[config.mk]
export PLATFORM = sky130hd
export DESIGN_NAME = pdc_ram
export DESIGN_NICKNAME = d
export VERILOG_FILES = /design/src/design/pdc_ram.sv
export SDC_FILE = /design/constraint.sdc
export NUM_CORES = 1
export LEC_CHECK = 0
export ABC_AREA = 1
export BUFFER_PORTS_ARGS = -buffer_cell sky130_fd_sc_hd__buf_2
export CAP_MARGIN = 30
export CELL_PAD_IN_SITES_DETAIL_PLACEMENT = 1
export CELL_PAD_IN_SITES_GLOBAL_PLACEMENT = 2
export CORE_ASPECT_RATIO = 0.75
export CORE_MARGIN = 2
export CORE_UTILIZATION = 44
export DETAILED_ROUTE_END_ITERATION = 10
export HOLD_SLACK_MARGIN = 0.15
export PLACE_DENSITY_LB_ADDON = 0.12
export REMOVE_ABC_BUFFERS = 1
export SLEW_MARGIN = 15
export SYNTH_ARGS = -nofsm -noshare
export SYNTH_HDL_FRONTEND = slang
export SYNTH_SLANG_ARGS = --single-unit
[constraint.sdc]
create_clock -name clk -period 2.75 [get_ports clk]
set_clock_uncertainty 0.05 [all_clocks]
set_input_delay 0.55 -clock clk [delete_from_list [all_inputs] [get_ports clk]]
set_output_delay 0.55 -clock clk [all_outputs]
set_load 0.02 [all_outputs]
[src/design/pdc_ram.sv]
`default_nettype none
module pdc_ram #(
    parameter int WIDTH = 8,
    parameter int DEPTH = 64
) (
    input  wire logic                     clk,
    input  wire logic                     we,
    input  wire logic [$clog2(DEPTH)-1:0] waddr,
    input  wire logic [WIDTH-1:0]         wdata,
    input  wire logic                     re,
    input  wire logic [$clog2(DEPTH)-1:0] raddr,
    output logic      [WIDTH-1:0]         rdata
);

    logic [WIDTH-1:0] mem_reg [DEPTH];
    logic [WIDTH-1:0] rdata_reg;

    always_ff @(posedge clk)
    begin
        if (we)
        begin
            mem_reg[waddr] <= wdata;
        end
        if (re)
        begin
            rdata_reg <= mem_reg[raddr];
        end
    end

    assign rdata = rdata_reg;

endmodule
`default_nettype wire

==> results.yml <==
status:
  status: "completed"
timing:
  rsz0062_at_grt: "no"
  period_share_pct: 70.32
  setup_ws_ns: 0.8162
  hold_viol_final: 0
  max_freq_mhz: 517.1
  timing.hold.ws_ns: 0.3183
  drv_slew: 0
  tns_ns: 0
  period_minus_slack_ns: 1.934
  worst_pin_slew_ns: 0.8292
  slew_headroom_pct: 44.72
  finalSetupViolations: 0
drt:
  drt-initial-drc-count: 1288
  drc_errors: 0
  final_antenna_net_count: 0
  routedWlPerCell_um: 24.65
  vias: 14330
  drt_first_pass_iters: 5
  drt-total-wl_mm: 63.41
  via_per_inst: 5.573
critical_path:
  r2r.worst_path.cells: 8
  criticalPathCategory: "reg -> out"
  cp.depth: 1
  worstPathCellList: "buf_2"
  critPathLaunchType: "flip-flop"
  critPathBufInv: 1
  arrival_ns: 1.33
  end_kind: "output pin"
  slowest_delay_ns: 0.51
  slowest_stage: "edfxtp_1"
  cp.required_ns: 2.15
  cp_max_fo: 1
  crit_family: "flip-flops"
logic_synthesis:
  synth_top_area_share_pct: 72.90
  avgSynthCellArea_um2: 11.87
  synth_top_cell_by_area: "edfxtp_1"
  synthTopCellsByArea: "edfxtp_1 73%, nand2_1 11%, nand3_1 10%"
  synth.ff_latch_count: 520
  netlist_instances: 1805
  synth_warnings: 0
  yosysSeqAreaShare_pct: 72.90
  ys_types: 15
  netlist_area_um2: 21420
cells_and_area:
  drive_gt1_share_pct: 11.80
  diodes: 0
  nets: 1918
  largest_register_ffs: 512
  synthToLayoutAreaGrowth_pct: 13.98
global_routing:
  antenna_found_initial: 0
  grt_max_degree: 67
  top_usage_layer: "met2"
  grt_overflow: 0
  grt_usage_pct: 25.58
  first_global_vias: 14700
  grt_pass1_wl_mm: 95.18
  grtUsageMet2_pct: 39.24
  use_met3_pct: 3.362
  met1_usage_pct: 38.35
floorplanning:
  start_util_pct: 44.86
  dieArea_um2: 50480
  io_pins: 31
  std_cell_rows: 69
  die_w_um: 258.8
  core_um2: 47740
  fp.dieH_um: 195.1
pwr:
  p_leak_uw: 0.008920
  vdd.ir_drop.worst_uv: 564.4
  p_per_area_nw_per_um2: 700.1
clock_tree:
  cts_tree: "built"
  hold_buffers: 0
  cts-resized-gates: 0
  clock_latency_ns: 0.61
  root_buffer: "clkbuf_16"
  clk_path_buf_depth: 3
  clock_sinks: 520
  htreeDepth: 2
  cts_setup_buffers: 0
  cts_made_buffers: 53
  path_clk_slew_ns: 0.07
min_path:
  hold_class: "in -> reg"
  whs_path_depth: 1
placement:
  portBuffers: 30
  pre_cts_ws_ns: 0.2412
  routabilityCongestion: 0.7687
  dpl.hpwl_mm: 38.60
flow_run:
  cap_violations: 0
==> cell usage in the layout (no fill, tap or decap), drive strengths merged <==
cell and count:
nand4 9, nand3 439, buf 147, edfxtp 520
clkinv 20, clkinvlp 1, inv 13, bufinv 5
nor2 56, clkbuf 67, nand2 648, nor4 8
==> layer usage <==
metal / part of all wire (%) / vias to the layer above / wire length, um
met1: 47 / 7343 / 29980
met3: 5.3 / 93 / 3362
met4: 2.2 / 0 / 1404
li1: - / 6531 / -
met5: 0 / - / 0
met2: 45 / 367 / 28660
==> through the flow <==
stage	power, uW	instances	area, um2	util (%)
CTS	17260	2572	24410	51.14
detailed placement	10130	2479	22740	47.63
global placement	10110	2478	22720	47.59
global route	17640	2572	24410	51.14
finish	17090	2572	24410	51.14
floorplan	9429	1692	20610	-
==> worst paths after layout <==
check,start,end,slack [ns]
setup reg to reg,mem_reg[49][1],rdata[1],1.08
setup / recovery,rdata[2],rdata[2],0.82
hold reg to reg,mem_reg[40][4],rdata[4],0.83
hold / removal,re,rdata[6],0.32
==> power by group <==
group          switching [uW]  leakage (uW)  total [uW]  internal (uW)
Combinational             840       0.00340        1140            300
Clock                    3040      0.000830        7140           4100
Sequential               26.5       0.00469        8810           8790
==> final cells by class <==
cell class | count | area (um2)
multi-input combinational | 1160 | 4946
fill | 4950 | 23330
tap | 639 | 799.5
clock inverter | 27 | 259.0
sequential | 520 | 15620
clock buffer | 66 | 1418
timing repair buffer | 148 | 1323
inverter | 12 | 55.05
==> synth_stat cells <==
master,count
nand3_1,439
buf_2,37
edfxtp_1,520
nand2_1,648
buf_4,14
nor4_1,8
inv_2,1
buf_1,10
clkbuf_1,15
inv_6,1
nand4_1,9
buf_8,2
inv_1,10
buf_6,35
nor2_1,56
==> kinds of logic after synthesis <==
logic type | after synthesis | share of synthesized area [%]
flip-flops | 520 | 72.90
AND/OR/NAND/NOR | 1160 | 23.09
buffers and inverters | 125 | 4.007
Power figures use the tool's default switching activity.
