$ cat config.mk
export PLATFORM = sky130hd
export DESIGN_NAME = pdc_queue
export DESIGN_NICKNAME = d
export VERILOG_FILES = /design/src/design/pdc_pkg.sv /design/src/design/pdc_queue.sv
export SDC_FILE = /design/constraint.sdc
export NUM_CORES = 1
export LEC_CHECK = 0
export ABC_AREA = 0
export BUFFER_PORTS_ARGS = -buffer_cell sky130_fd_sc_hd__clkbuf_2
export CAP_MARGIN = 20
export CORE_MARGIN = 5
export CORE_UTILIZATION = 31
export CTS_CLUSTER_DIAMETER = 60
export CTS_CLUSTER_SIZE = 12
export DETAILED_ROUTE_END_ITERATION = 8
export PLACE_DENSITY_LB_ADDON = 0.05
export SLEW_MARGIN = 10
export SYNTH_ARGS = -nofsm -noshare
export SYNTH_HDL_FRONTEND = slang
export SYNTH_SLANG_ARGS = --single-unit
$ cat constraint.sdc
create_clock -name clk -period 5.9 [get_ports clk]
set_clock_uncertainty 0.15 [all_clocks]
set_input_delay 0.59 -clock clk [delete_from_list [all_inputs] [get_ports clk]]
set_output_delay 0.59 -clock clk [all_outputs]
set_load 0.005 [all_outputs]
$ cat src/design/pdc_pkg.sv
`default_nettype none
package pdc_pkg;

    // Node counts are held at the width that covers the largest path size.
    localparam int CNT_W       = 9;
    localparam int COORD_W     = 24;
    localparam int HEAD_W      = 16;
    localparam int COST_W      = 32;
    localparam int K_W         = COST_W + CNT_W;
    localparam int K_LO_W      = 24;
    localparam logic [COST_W-1:0] BORDER_COST = 32'd256000000;
    localparam logic [COST_W-1:0] COST_MAX    = 32'hFFFF_FFFF;

    typedef struct packed {
        logic signed [COORD_W-1:0] node_x;
        logic signed [COORD_W-1:0] node_y;
        logic signed [COORD_W-1:0] node_z;
        logic                      last_node;
    } node_t;

    typedef struct packed {
        logic [COST_W-1:0] warp_cost;
        logic              overflow;
    } result_t;

    typedef struct packed {
        logic [COST_W-1:0] length_sum;
        logic [CNT_W-1:0]  count;
        logic              overflow;
    } job_t;

    typedef struct packed {
        logic signed [COORD_W-1:0] robot_pos_x;
        logic signed [COORD_W-1:0] robot_pos_y;
        logic signed [HEAD_W-1:0]  heading_x;
        logic signed [HEAD_W-1:0]  heading_y;
    } cfg_t;

    typedef enum logic [1:0] {
        REG_ROBOT_X,
        REG_ROBOT_Y,
        REG_HEADING_X,
        REG_HEADING_Y
    } reg_idx_t;

    typedef enum logic [3:0] {
        B_IDLE,
        B_DIV,
        B_INIT,
        B_READ,
        B_MUL_LO,
        B_MUL_HI,
        B_ACC,
        B_REF,
        B_DIFF,
        B_SQ,
        B_SQSUM,
        B_ROOT,
        B_UPD,
        B_DONE
    } back_state_t;

endpackage
`default_nettype wire

$ cat src/design/pdc_queue.sv
`default_nettype none
module pdc_queue (
    input  wire logic          clk,
    input  wire logic          rst_n,
    input  wire logic          push_valid,
    input  wire pdc_pkg::job_t push_data,
    output logic               push_ready,
    output logic               pop_valid,
    output pdc_pkg::job_t      pop_data,
    input  wire logic          pop_ready
);

    pdc_pkg::job_t ent_reg [2];
    logic          wptr_reg, rptr_reg;
    logic [1:0]    fill_reg;
    logic          do_push, do_pop;

    assign push_ready = fill_reg != 2'd2;
    assign pop_valid  = fill_reg != 2'd0;
    assign pop_data   = ent_reg[rptr_reg];
    assign do_push    = push_valid && push_ready;
    assign do_pop     = pop_valid && pop_ready;

    always_ff @(posedge clk or negedge rst_n)
    begin
        if (!rst_n)
        begin
            wptr_reg <= 1'b0;
            rptr_reg <= 1'b0;
            fill_reg <= 2'd0;
        end
        else
        begin
            if (do_push)
            begin
                wptr_reg <= !wptr_reg;
            end
            if (do_pop)
            begin
                rptr_reg <= !rptr_reg;
            end
            if (do_push && !do_pop)
            begin
                fill_reg <= fill_reg + 2'd1;
            end
            else if (do_pop && !do_push)
            begin
                fill_reg <= fill_reg - 2'd1;
            end
        end
    end

    always_ff @(posedge clk)
    begin
        if (do_push)
        begin
            ent_reg[wptr_reg] <= push_data;
        end
    end

endmodule
`default_nettype wire

==> out/qor.csv, run 1 <==
stage,metric,value,unit
clocking,post-CTS resize count,0,
yosys,Syn Area/Cell,23.0,sq um
die,die area,13300,sq um
setup_path,crit path buf inv count,2,
yosys,synthesis warning total,0,
placement,Final Wtd Congestion,0.643,
detailed_routing,routed via count,1616,
yosys,Yosys top cell by area,edfxtp_1,
timing,final hold violations,0,
clocking,H-tree depth,3,
yosys,syn_nets,196,
clocking,insertion delay of the later-clocked pin in the worst-skew pair,340,ps
yosys,Synth top cells by count,"edfxtp_1, mux2_4, buf_12, dfrtp_1",
clocking,Root Driver,clkbuf_8,
grt,first-pass GRT wire length,9.13,mm
min_path,Worst Hold Class,primary input to flip-flop,
die,# rows,38,
pwr,Peak VDD IR,0.164,mV
placement,Placed Instances,375,
setup_path,critical path's top delay family,flip-flops,
grt,initial antenna violation count,0,
yosys,Most used DFF post-synth,edfxtp_1,
timing,# setup viols final,0,
setup_path,critical path type,flip-flop to output pin,
detailed_routing,detailed-route wire length per cell,15.1,um
clocking,clk slew on worst S/H paths,90,ps
yosys,ys async rst share,4.55,%
detailed_routing,DRT iter0 DRCs,44,
final_layout,share of cells above drive strength 1,59.3,%
setup_path,Worst EP arrival,2200,ps
grt,largest net degree at the start of global routing,43,
timing,Max Freq,0.340,GHz
yosys,Synth top area share,73.6,%
timing,RSZ-0062 raised after global routing,false,
setup_path,Max stage delay on crit path,980,ps
setup_path,startpoint types,flip-flop,
detailed_routing,DRT Pass-1 Iters,3,
setup_path,Critical Path End Type,output pin,
final_layout,diodes inserted,0,
yosys,Synth area leaders,"edfxtp_1, mux2_4, dfrtp_1",
detailed_routing,Routed Antenna Nets,0,
setup_path,Worst EP required,5160,ps
grt,All-Layer GR Usage,9.31,%
yosys,Synth cell types,15,
timing,setup total negative slack,0,ps
clocking,Clock Tree Buf Depth,2,
placement,IO Port Bufs,89,
job,Max Cap Viol,0,
yosys,Synth Register Bits,88,
placement,pre-CTS setup slack,3240,ps
clocking,Num CTS Buffers,9,
clocking,CTS tree,built,
setup_path,CP Max Fanout,28,
die,Initial Utilization,31.6,%
die,die width,115,um
yosys,Post-synth EDFFs,84,
pwr,Leak,1.69,nW
detailed_routing,final wirelength,5.93,mm
grt,vias in the first global route,1756,
setup_path,CP Cell Sequence,buf_4 > mux2_4 > clkbuf_2,
timing,fin. max-slew vios,0,
final_layout,max reg flops,84,
die,Die H,115,um
yosys,Mapped Area,3430,sq um
die,Ports,90,
final_layout,Non-Filler Instances,393,
clocking,# clock sinks,88,
timing,"Worst Setup Slack, final",2960,ps
final_layout,"Net count, final",295,
yosys,sequential area share after synthesis,76.5,%
timing,Slew HR,38.5,%
timing,minimum clock period,2940,ps
timing,Slew @ Worst Pin,923,ps
detailed_routing,Vias per Instance,4.11,
setup_path,slowest cell on the critical path,dfrtp_2,
yosys,most common cell in the synthesized netlist,edfxtp_1,
run_status,status,completed,
die,core area,10800,sq um
grt,grt total ovfl,0,
placement,Post-DP HPWL,3.89,mm
timing,final period utilization,49.8,%
detailed_routing,DRC,0,
pwr,PD cells,462,nW/um^2
yosys,Mapped Cells,149,
final_layout,Layout area overhead,22.8,%
## path summary, 6_finish.rpt
| kind | from | end | slack, ps | cells after the start |
|---|---|---|---|---|
| setup / recovery | rptr_reg | pop_data[39] | 2960 | 3 |
| max in group asynchronous | rst_n | rptr_reg | 5000 | 2 |
| setup reg to reg | fill_reg[0] | ent_reg[0][4] | 3810 | 4 |
| hold / removal | push_data[7] | ent_reg[0][7] | 280 | 1 |
| hold reg to reg | fill_reg[1] | fill_reg[1] | 340 | 1 |
| min in group asynchronous | rst_n | wptr_reg | 450 | 2 |
## logic make-up after synthesis
| logic type | count (synthesis) | share of synthesized area, % |
|---|---|---|
| AND/OR/NAND/NOR | 7 | 0.986 |
| XOR/XNOR | 5 | 1.28 |
| multiplexers | 42 | 18.1 |
| adder cells (fa/ha/maj) | 1 | 0.365 |
| buffers and inverters | 6 | 2.77 |
| flip-flops | 88 | 76.5 |
## routing by layer
layer,part of all wire [%],up-vias,global-route usage (%),wire length (um)
li1,-,778,-,-
met1,40,777,10.7,2400
met2,51,52,16.1,3040
met3,6.5,9,2.37,387
met4,1.7,0,4.69,103
met5,0,-,0,0
## stage by stage
step	util (%)	power, mW	hold WS (ps)	area, sq um
2_1_floorplan	-	1.39	144	3430
3_3_place_gp	36.7	1.58	260	3980
3_5_place_dp	36.7	1.58	259	3980
4_1_cts	38.6	1.99	256	4180
5_1_grt	38.8	2.07	259	4210
6_report	38.8	1.94	282	4210
## power by group
part	total [mW]	switching (mW)	internal [mW]
Combinational	0.603	0.248	0.355
Sequential	0.946	0.0912	0.854
Clock	0.396	0.201	0.196
Total	1.94	0.539	1.40
## worst register-to-register path, delay by kind of cell, from the launching register on
family                 cells  cell delay, ps
buffers and inverters      1             470
flip-flops                 1             400
AND/OR/NAND/NOR            3             720
## final cells by class
cell class              count  area, sq um
clock buffers              11          131
clock inverters             5         57.6
fillers                  1035         6630
inverters                   1         3.75
multi-input cells          55          718
flip-flops and latches     88         2620
well taps                 140          175
repair buffers             93          498
## cells in the final DEF (no fill, tap or decap)
master and n:
nand2_1 2, xnor2_1 3, mux2_2 3, inv_1 1, dlygate4sd3_1 1, nand2b_1 1, clkinv_1 1, nor2_4 1
clkinvlp_4 2, nor2_1 1, clkbuf_2 89, or2_1 1, ha_1 1, clkbuf_8 9, buf_16 1, mux2_4 39
dfrtp_2 1, dfrtp_1 3, buf_4 2, edfxtp_1 84, bufinv_16 1, xor2_1 2, and3_2 1, clkinv_4 1
clkbuf_1 2
## repair_timing
item,in CTS,in global routing
hold buffers,1,0
setup buffers,0,0
endpoints found under the hold margin,4,0
Note: power is estimated with default switching activity, not from simulation.
==> inputs of run 2 (changes only) <==
Settings changed: ABC_AREA 0 to 1.
Clock period 5.9 ns to 2.8 ns, I/O delays scaled along.
==> out/qor.csv, run 2 <==
stage,metric,value,unit,change
run_status,status,completed,,
setup_path,Max stage delay on crit path,790,ps,-190 ps
clocking,Clock Tree Buf Depth,2,,unchanged
detailed_routing,final wirelength,7.03,mm,+19%
pwr,Switch Pwr,1.39,mW,+160%
yosys,xor and xnor area share after synthesis,0.517,%,-0.76 points
die,# rows,38,,unchanged
timing,fin. max-slew vios,0,,unchanged
yosys,post-synthesis mux area share,0,%,-18 points
placement,Final Wtd Congestion,0.667,,+3.6%
clocking,insertion delay of the later-clocked pin in the worst-skew pair,330,ps,about the same
yosys,synthesis warning total,0,,unchanged
yosys,Mapped Cells,248,,+66%
yosys,Syn Area/Cell,13.7,sq um,-41%
detailed_routing,DRC,0,,unchanged
pwr,internal cell power,2.75,mW,+95%
yosys,Mapped Area,3390,sq um,-1.2%
grt,All-Layer GR Usage,11.2,%,+1.9 points
clocking,clk slew on worst S/H paths,80,ps,about the same
die,core area,10800,sq um,-0.44%
detailed_routing,DRT Pass-1 Iters,4,,+1
timing,minimum clock period,2170,ps,
grt,grt total ovfl,0,,unchanged
yosys,Post-synth EDFFs,84,,unchanged
timing,setup total negative slack,0,ps,unchanged
final_layout,"Net count, final",432,,+46%
pwr,PD cells,903,nW/um^2,+95%
pwr,switching part of the total,33.6,%,+5.8 points
timing,final hold violations,0,,unchanged
yosys,Yosys top cell by area,edfxtp_1,,
grt,initial antenna violation count,0,,unchanged
setup_path,slowest cell on the critical path,dfrtp_2,,
timing,Max Freq,0.461,GHz,
detailed_routing,Routed Antenna Nets,0,,unchanged
setup_path,Worst EP required,2370,ps,-2790 ps
timing,final period utilization,77.4,%,
pwr,Leak,1.95,nW,+15%
final_layout,share of cells above drive strength 1,34.4,%,-25 points
pwr,combinational power share,32.4,%,+1.4 points
detailed_routing,Vias per Instance,4.05,,-1.5%
timing,Slew HR,57.4,%,+19 points
yosys,syn_nets,295,,+51%
setup_path,Critical Path End Type,output pin,,
setup_path,startpoint types,flip-flop,,
yosys,Synth area leaders,"edfxtp_1, nand2_1, nand2_2",,
yosys,most common cell in the synthesized netlist,nand2_1,,
grt,first-pass GRT wire length,11.2,mm,+23%
pwr,Seq pwr share,47.4,%,-1.2 points
clocking,CTS tree,built,,
setup_path,critical path type,flip-flop to output pin,,
placement,IO Port Bufs,89,,unchanged
final_layout,"commonest non-fill, non-tap cell in the layout",nand2_1,,
clocking,Root Driver,clkbuf_8,,
die,die area,13100,sq um,-1.1%
clocking,post-CTS resize count,0,,unchanged
yosys,Synth cell types,16,,+1
placement,Placed Instances,472,,+26%
setup_path,"most used cell, CP",nand2_1,,
clocking,# clock sinks,88,,unchanged
min_path,Worst Hold Class,primary input to flip-flop,,
yosys,ys async rst share,4.55,%,unchanged
clocking,Post-CTS Setup Bufs,0,,unchanged
die,die width,115,um,-0.55%
setup_path,critical path's top delay family,flip-flops,,
detailed_routing,DRT iter0 DRCs,55,,+25%
final_layout,max reg flops,84,,unchanged
setup_path,CP Max Fanout,28,,unchanged
yosys,Synth top cells by count,"nand2_1, edfxtp_1, nand2_2, inv_1",,
yosys,Synth Area in Simple Gates,17.5,%,+16 points
clocking,Num CTS Buffers,9,,unchanged
timing,# setup viols final,0,,unchanged
die,Die H,115,um,-0.55%
yosys,Most used DFF post-synth,edfxtp_1,,
yosys,Synth top area share,74.5,%,+0.90 points
final_layout,Non-Filler Instances,530,,+35%
timing,RSZ-0062 raised after global routing,false,,
setup_path,CP Cell Sequence,buf_4 > nand2_1 > nand2_1 > clkbuf_2,,
yosys,compound-cell area share of the yosys netlist,0,%,unchanged
grt,largest net degree at the start of global routing,44,,+2.3%
yosys,largest family of logic cells by synthesized area,simple AND/OR/NAND/NOR gates,,
yosys,Synth Register Bits,88,,unchanged
timing,Slew @ Worst Pin,639,ps,-284 ps
job,Max Cap Viol,0,,unchanged
die,Initial Utilization,31.4,%,-0.24 points
clocking,H-tree depth,3,,unchanged
yosys,Adder-Cell Fraction of Synth Area,0.370,%,+0.0045 points
detailed_routing,routed via count,2147,,+33%
final_layout,Layout area overhead,35.3,%,
final_layout,most frequent cells in the layout,"nand2_1, clkbuf_2, edfxtp_1, dlygate4sd3_1, nand2_2",,
final_layout,diodes inserted,0,,unchanged
die,Ports,90,,unchanged
grt,vias in the first global route,2242,,+28%
pwr,clock network fraction of total power,20.2,%,-0.2 points
placement,Post-DP HPWL,4.55,mm,+17%
setup_path,crit path buf inv count,2,,unchanged
setup_path,Worst EP arrival,1740,ps,-460 ps
detailed_routing,detailed-route wire length per cell,13.3,um,-12%
pwr,Peak VDD IR,0.369,mV,+130%
yosys,sequential area share after synthesis,77.5,%,+0.93 points
run 2: changes by cell type in the layout (fill, tap and decap cells not counted), moves of 2 or more:
cell,delta
dlygate4sd3_1,+41
inv_1,+4
nand2_1,+111
nand2_2,+23
buf_12,+2
nand3_1,+2
mux2_2,-3
xnor2_1,-2
mux2_4,-39
run 2: path summary, 6_finish.rpt:
kind | start | end | slack (ps) | cells past startpoint
hold / removal | push_data[34] | ent_reg[1][34] | 20 | 1
max in group asynchronous | rst_n | rptr_reg | 2230 | 2
setup / recovery | rptr_reg | pop_data[6] | 630 | 4
min in group asynchronous | rst_n | fill_reg[1] | 120 | 2
setup reg to reg | fill_reg[0] | ent_reg[1][4] | 950 | 5
hold reg to reg | fill_reg[1] | fill_reg[1] | 370 | 2
run 2: cells by family after synthesis:
logic type / count (synthesis)
xor+xnor: 2
fa+ha+maj: 1
buf+inv: 16
flops: 88
simple gates: 141
run 2: final cells by class:
class / instances / area, sq um
clock inverter: 5 / 57.6
multi-input combinational: 144 / 637
fill: 1021 / 6210
inverter: 7 / 33.8
sequential: 88 / 2620
tap: 140 / 175
clock buffer: 11 / 131
timing repair buffer: 135 / 921
run 2: power by group through the flow:
stage / logic, mW / clock network, mW / registers [mW]
2_1_floorplan: 0.889 / 0 / 1.92
3_3_place_gp: 1.36 / 0 / 1.99
3_5_place_dp: 1.35 / 0 / 2.00
4_1_cts: 1.40 / 0.877 / 1.97
5_1_grt: 1.54 / 0.928 / 2.00
6_report: 1.34 / 0.836 / 1.96
run 2: metrics by stage:
stage                     area [sq um]  util (%)  total power, mW  hold slack (ps)  worst slack (ps)
after floorplan                   3390         -             2.81             -166              -140
after detailed placement          3970      36.8             3.35            -54.6               910
after global routing              4580      42.4             4.46             8.93               449
after CTS                         4580      42.4             4.25             1.13               539
final                             4580      42.4             4.14             21.0               633
after global placement            3970      36.8             3.35            -55.3               922
run 2: metal layers:
| metal | GRT usage [%] | vias up | part of all wire (%) |
|---|---|---|---|
| met4 | 4.51 | 0 | 1.0 |
| li1 | - | 1100 | - |
| met5 | 0 | - | 0 |
| met3 | 2.64 | 6 | 6.0 |
| met1 | 14.4 | 977 | 45 |
| met2 | 18.3 | 64 | 48 |
run 2: what timing repair did:
item                       4_1_cts  5_1_grt
hold endpoints to repair        86        0
setup endpoints to repair        0        0
hold buffers                    42        0
==> inputs of run 3 (changes only) <==
Clock period 2.8 ns to 2.1 ns, I/O delays scaled along.
==> out/qor.csv, run 3 (synthesis gave the netlist of run 2 again) <==
stage,metric,value,unit,change
final_layout,Layout area overhead,36.1,%,
clocking,Num CTS Buffers,9,,unchanged
pwr,post-route total power,5.54,mW,+34%
setup_path,critical path's top delay family,buffers and inverters,,
pwr,PD cells,1200,nW/um^2,+33%
clocking,insertion delay of the later-clocked pin in the worst-skew pair,340,ps,about the same
setup_path,Worst EP arrival,1420,ps,-320 ps
detailed_routing,DRT Pass-1 Iters,4,,unchanged
timing,RSZ-0062 raised after global routing,false,,
timing,Max Freq,0.562,GHz,
setup_path,R2R depth,9,,+4
placement,pre-CTS setup slack,506,ps,-404 ps
die,# rows,38,,unchanged
setup_path,critical path type,flip-flop to output pin,,
run_status,status,completed,,
timing,fin. max-slew vios,0,,unchanged
grt,first-pass GRT wire length,10.9,mm,-3.1%
final_layout,most frequent cells in the layout,"nand2_1, clkbuf_2, edfxtp_1, dlygate4sd3_1, nand2_2",,
setup_path,Levels on crit path,4,,unchanged
grt,grt total ovfl,0,,unchanged
timing,"Worst Setup Slack, final",321,ps,-311 ps
clocking,# clock sinks,88,,unchanged
setup_path,"most used cell, CP",nand2_1,,
clocking,CTS tree,built,,
pwr,Leak,1.96,nW,+0.60%
clocking,H-tree depth,3,,unchanged
grt,All-Layer GR Usage,10.9,%,-0.32 points
timing,Slew HR,77.5,%,+20 points
die,core area,10800,sq um,unchanged
final_layout,post-layout util,42.7,%,+0.28 points
detailed_routing,detailed-route wire length per cell,12.8,um,-3.6%
clocking,Root Driver,clkbuf_8,,
die,die width,115,um,unchanged
setup_path,R2R Path Start,fill_reg[0],,
placement,IO Port Bufs,89,,unchanged
final_layout,share of cells above drive strength 1,34.6,%,+0.25 points
setup_path,R2R Setup Slk,510,ps,-440 ps
die,die area,13100,sq um,unchanged
final_layout,Filler Cells Inserted,1003,,-1.8%
final_layout,max reg flops,84,,unchanged
grt,initial antenna violation count,1,,+1
detailed_routing,Vias per Instance,4.01,,-1.1%
detailed_routing,routed via count,2140,,-0.33%
timing,final period utilization,84.7,%,
final_layout,"Net count, final",435,,+0.69%
final_layout,"commonest non-fill, non-tap cell in the layout",nand2_1,,
setup_path,Critical Path End Type,output pin,,
job,Max Cap Viol,0,,unchanged
die,Die H,115,um,unchanged
grt,largest net degree at the start of global routing,44,,unchanged
clocking,Post-CTS Setup Bufs,0,,unchanged
detailed_routing,Routed Antenna Nets,0,,unchanged
grt,vias in the first global route,2244,,+0.089%
setup_path,Max stage delay on crit path,430,ps,-360 ps
final_layout,final instance area,4610,sq um,+0.66%
detailed_routing,DRC,0,,unchanged
die,Initial Utilization,31.4,%,unchanged
setup_path,crit path buf inv count,2,,unchanged
setup_path,CP Cell Sequence,buf_4 > nand2_1 > nand2_1 > clkbuf_2,,
die,Ports,90,,unchanged
clocking,Clock Tree Buf Depth,2,,unchanged
placement,Final Wtd Congestion,0.727,,+9.0%
setup_path,Worst EP required,1740,ps,-630 ps
placement,placed inst area,3980,sq um,+0.19%
setup_path,startpoint types,flip-flop,,
pwr,Peak VDD IR,0.612,mV,+66%
setup_path,CP Max Fanout,24,,-14%
clocking,clk slew on worst S/H paths,90,ps,about the same
placement,Post-DP HPWL,4.11,mm,-9.7%
timing,minimum clock period,1780,ps,
min_path,Worst Hold Class,primary input to async pin,,
timing,# setup viols final,0,,unchanged
setup_path,reg2reg end,fill_reg[1],,
detailed_routing,DRT iter0 DRCs,58,,+5.5%
final_layout,FF/Latch Area,2620,sq um,unchanged
timing,Slew @ Worst Pin,337,ps,-302 ps
setup_path,slowest cell on the critical path,dfrtp_2,,
detailed_routing,final wirelength,6.83,mm,-2.9%
final_layout,area of the multi-input gates,637,sq um,unchanged
timing,final hold violations,0,,unchanged
-- run 3: layout make-up --
type	instances	area share, %
inverters	7	0.733
clock inverters	5	1.25
clock buffers	11	2.85
flip-flops and latches	88	56.9
well taps	140	3.80
repair buffers	138	20.6
diodes	1	0.0543
multi-input cells	144	13.8
-- run 3: routing by layer --
layer | track usage [%] | vias to the layer above | wire length, um
li1 | - | 1105 | -
met1 | 13.1 | 965 | 3120
met2 | 18.4 | 60 | 3150
met3 | 3.01 | 10 | 445
met4 | 4.51 | 0 | 113
met5 | 0 | - | 0
-- run 3: worst reg2reg max path, stage by stage (launching register included) --
cell,delay (ps)
dfrtp_1,420
inv_2,90
nand2_2,60
nand2_2,140
inv_1,70
ha_1,320
inv_1,80
nand3_1,70
nand2_1,50
nand2_1,50
-- run 3: per-stage QoR --
step	TNS [ps]	hold slack [ps]	instances
floorplan	-12210	-236	248
CTS	0	25.4	533
detailed placement	0	-120	473
finish	0	51.7	534
global placement	0	-119	473
global route	0	39.8	534
-- run 3: worst max path at each step --
| stage | start | to | slack, ps |
|---|---|---|---|
| 3_5_place_dp | fill_reg[0] | fill_reg[1] | 510 |
| 5_1_grt | rptr_reg | pop_data[33] | 180 |
| 2_1_floorplan | fill_reg[0] | ent_reg[0][0] | -150 |
| 3_3_place_gp | fill_reg[0] | fill_reg[1] | 540 |
| 6_report | rptr_reg | pop_data[34] | 320 |
| 4_1_cts | rptr_reg | pop_data[34] | 290 |
-- run 3: power by group --
| part | leakage (nW) | internal, mW | switching, mW | total (mW) |
|---|---|---|---|---|
| Combinational | 1.05 | 0.729 | 1.17 | 1.90 |
| Clock | 0.0856 | 0.549 | 0.566 | 1.12 |
| Sequential | 0.828 | 2.40 | 0.125 | 2.52 |
| Total | 1.96 | 3.68 | 1.86 | 5.54 |
-- run 3: repair_timing --
action | CTS | global route
endpoints found under the hold margin | 89 | 0
gates resized for setup | 0 | 0
hold buffers | 44 | 0
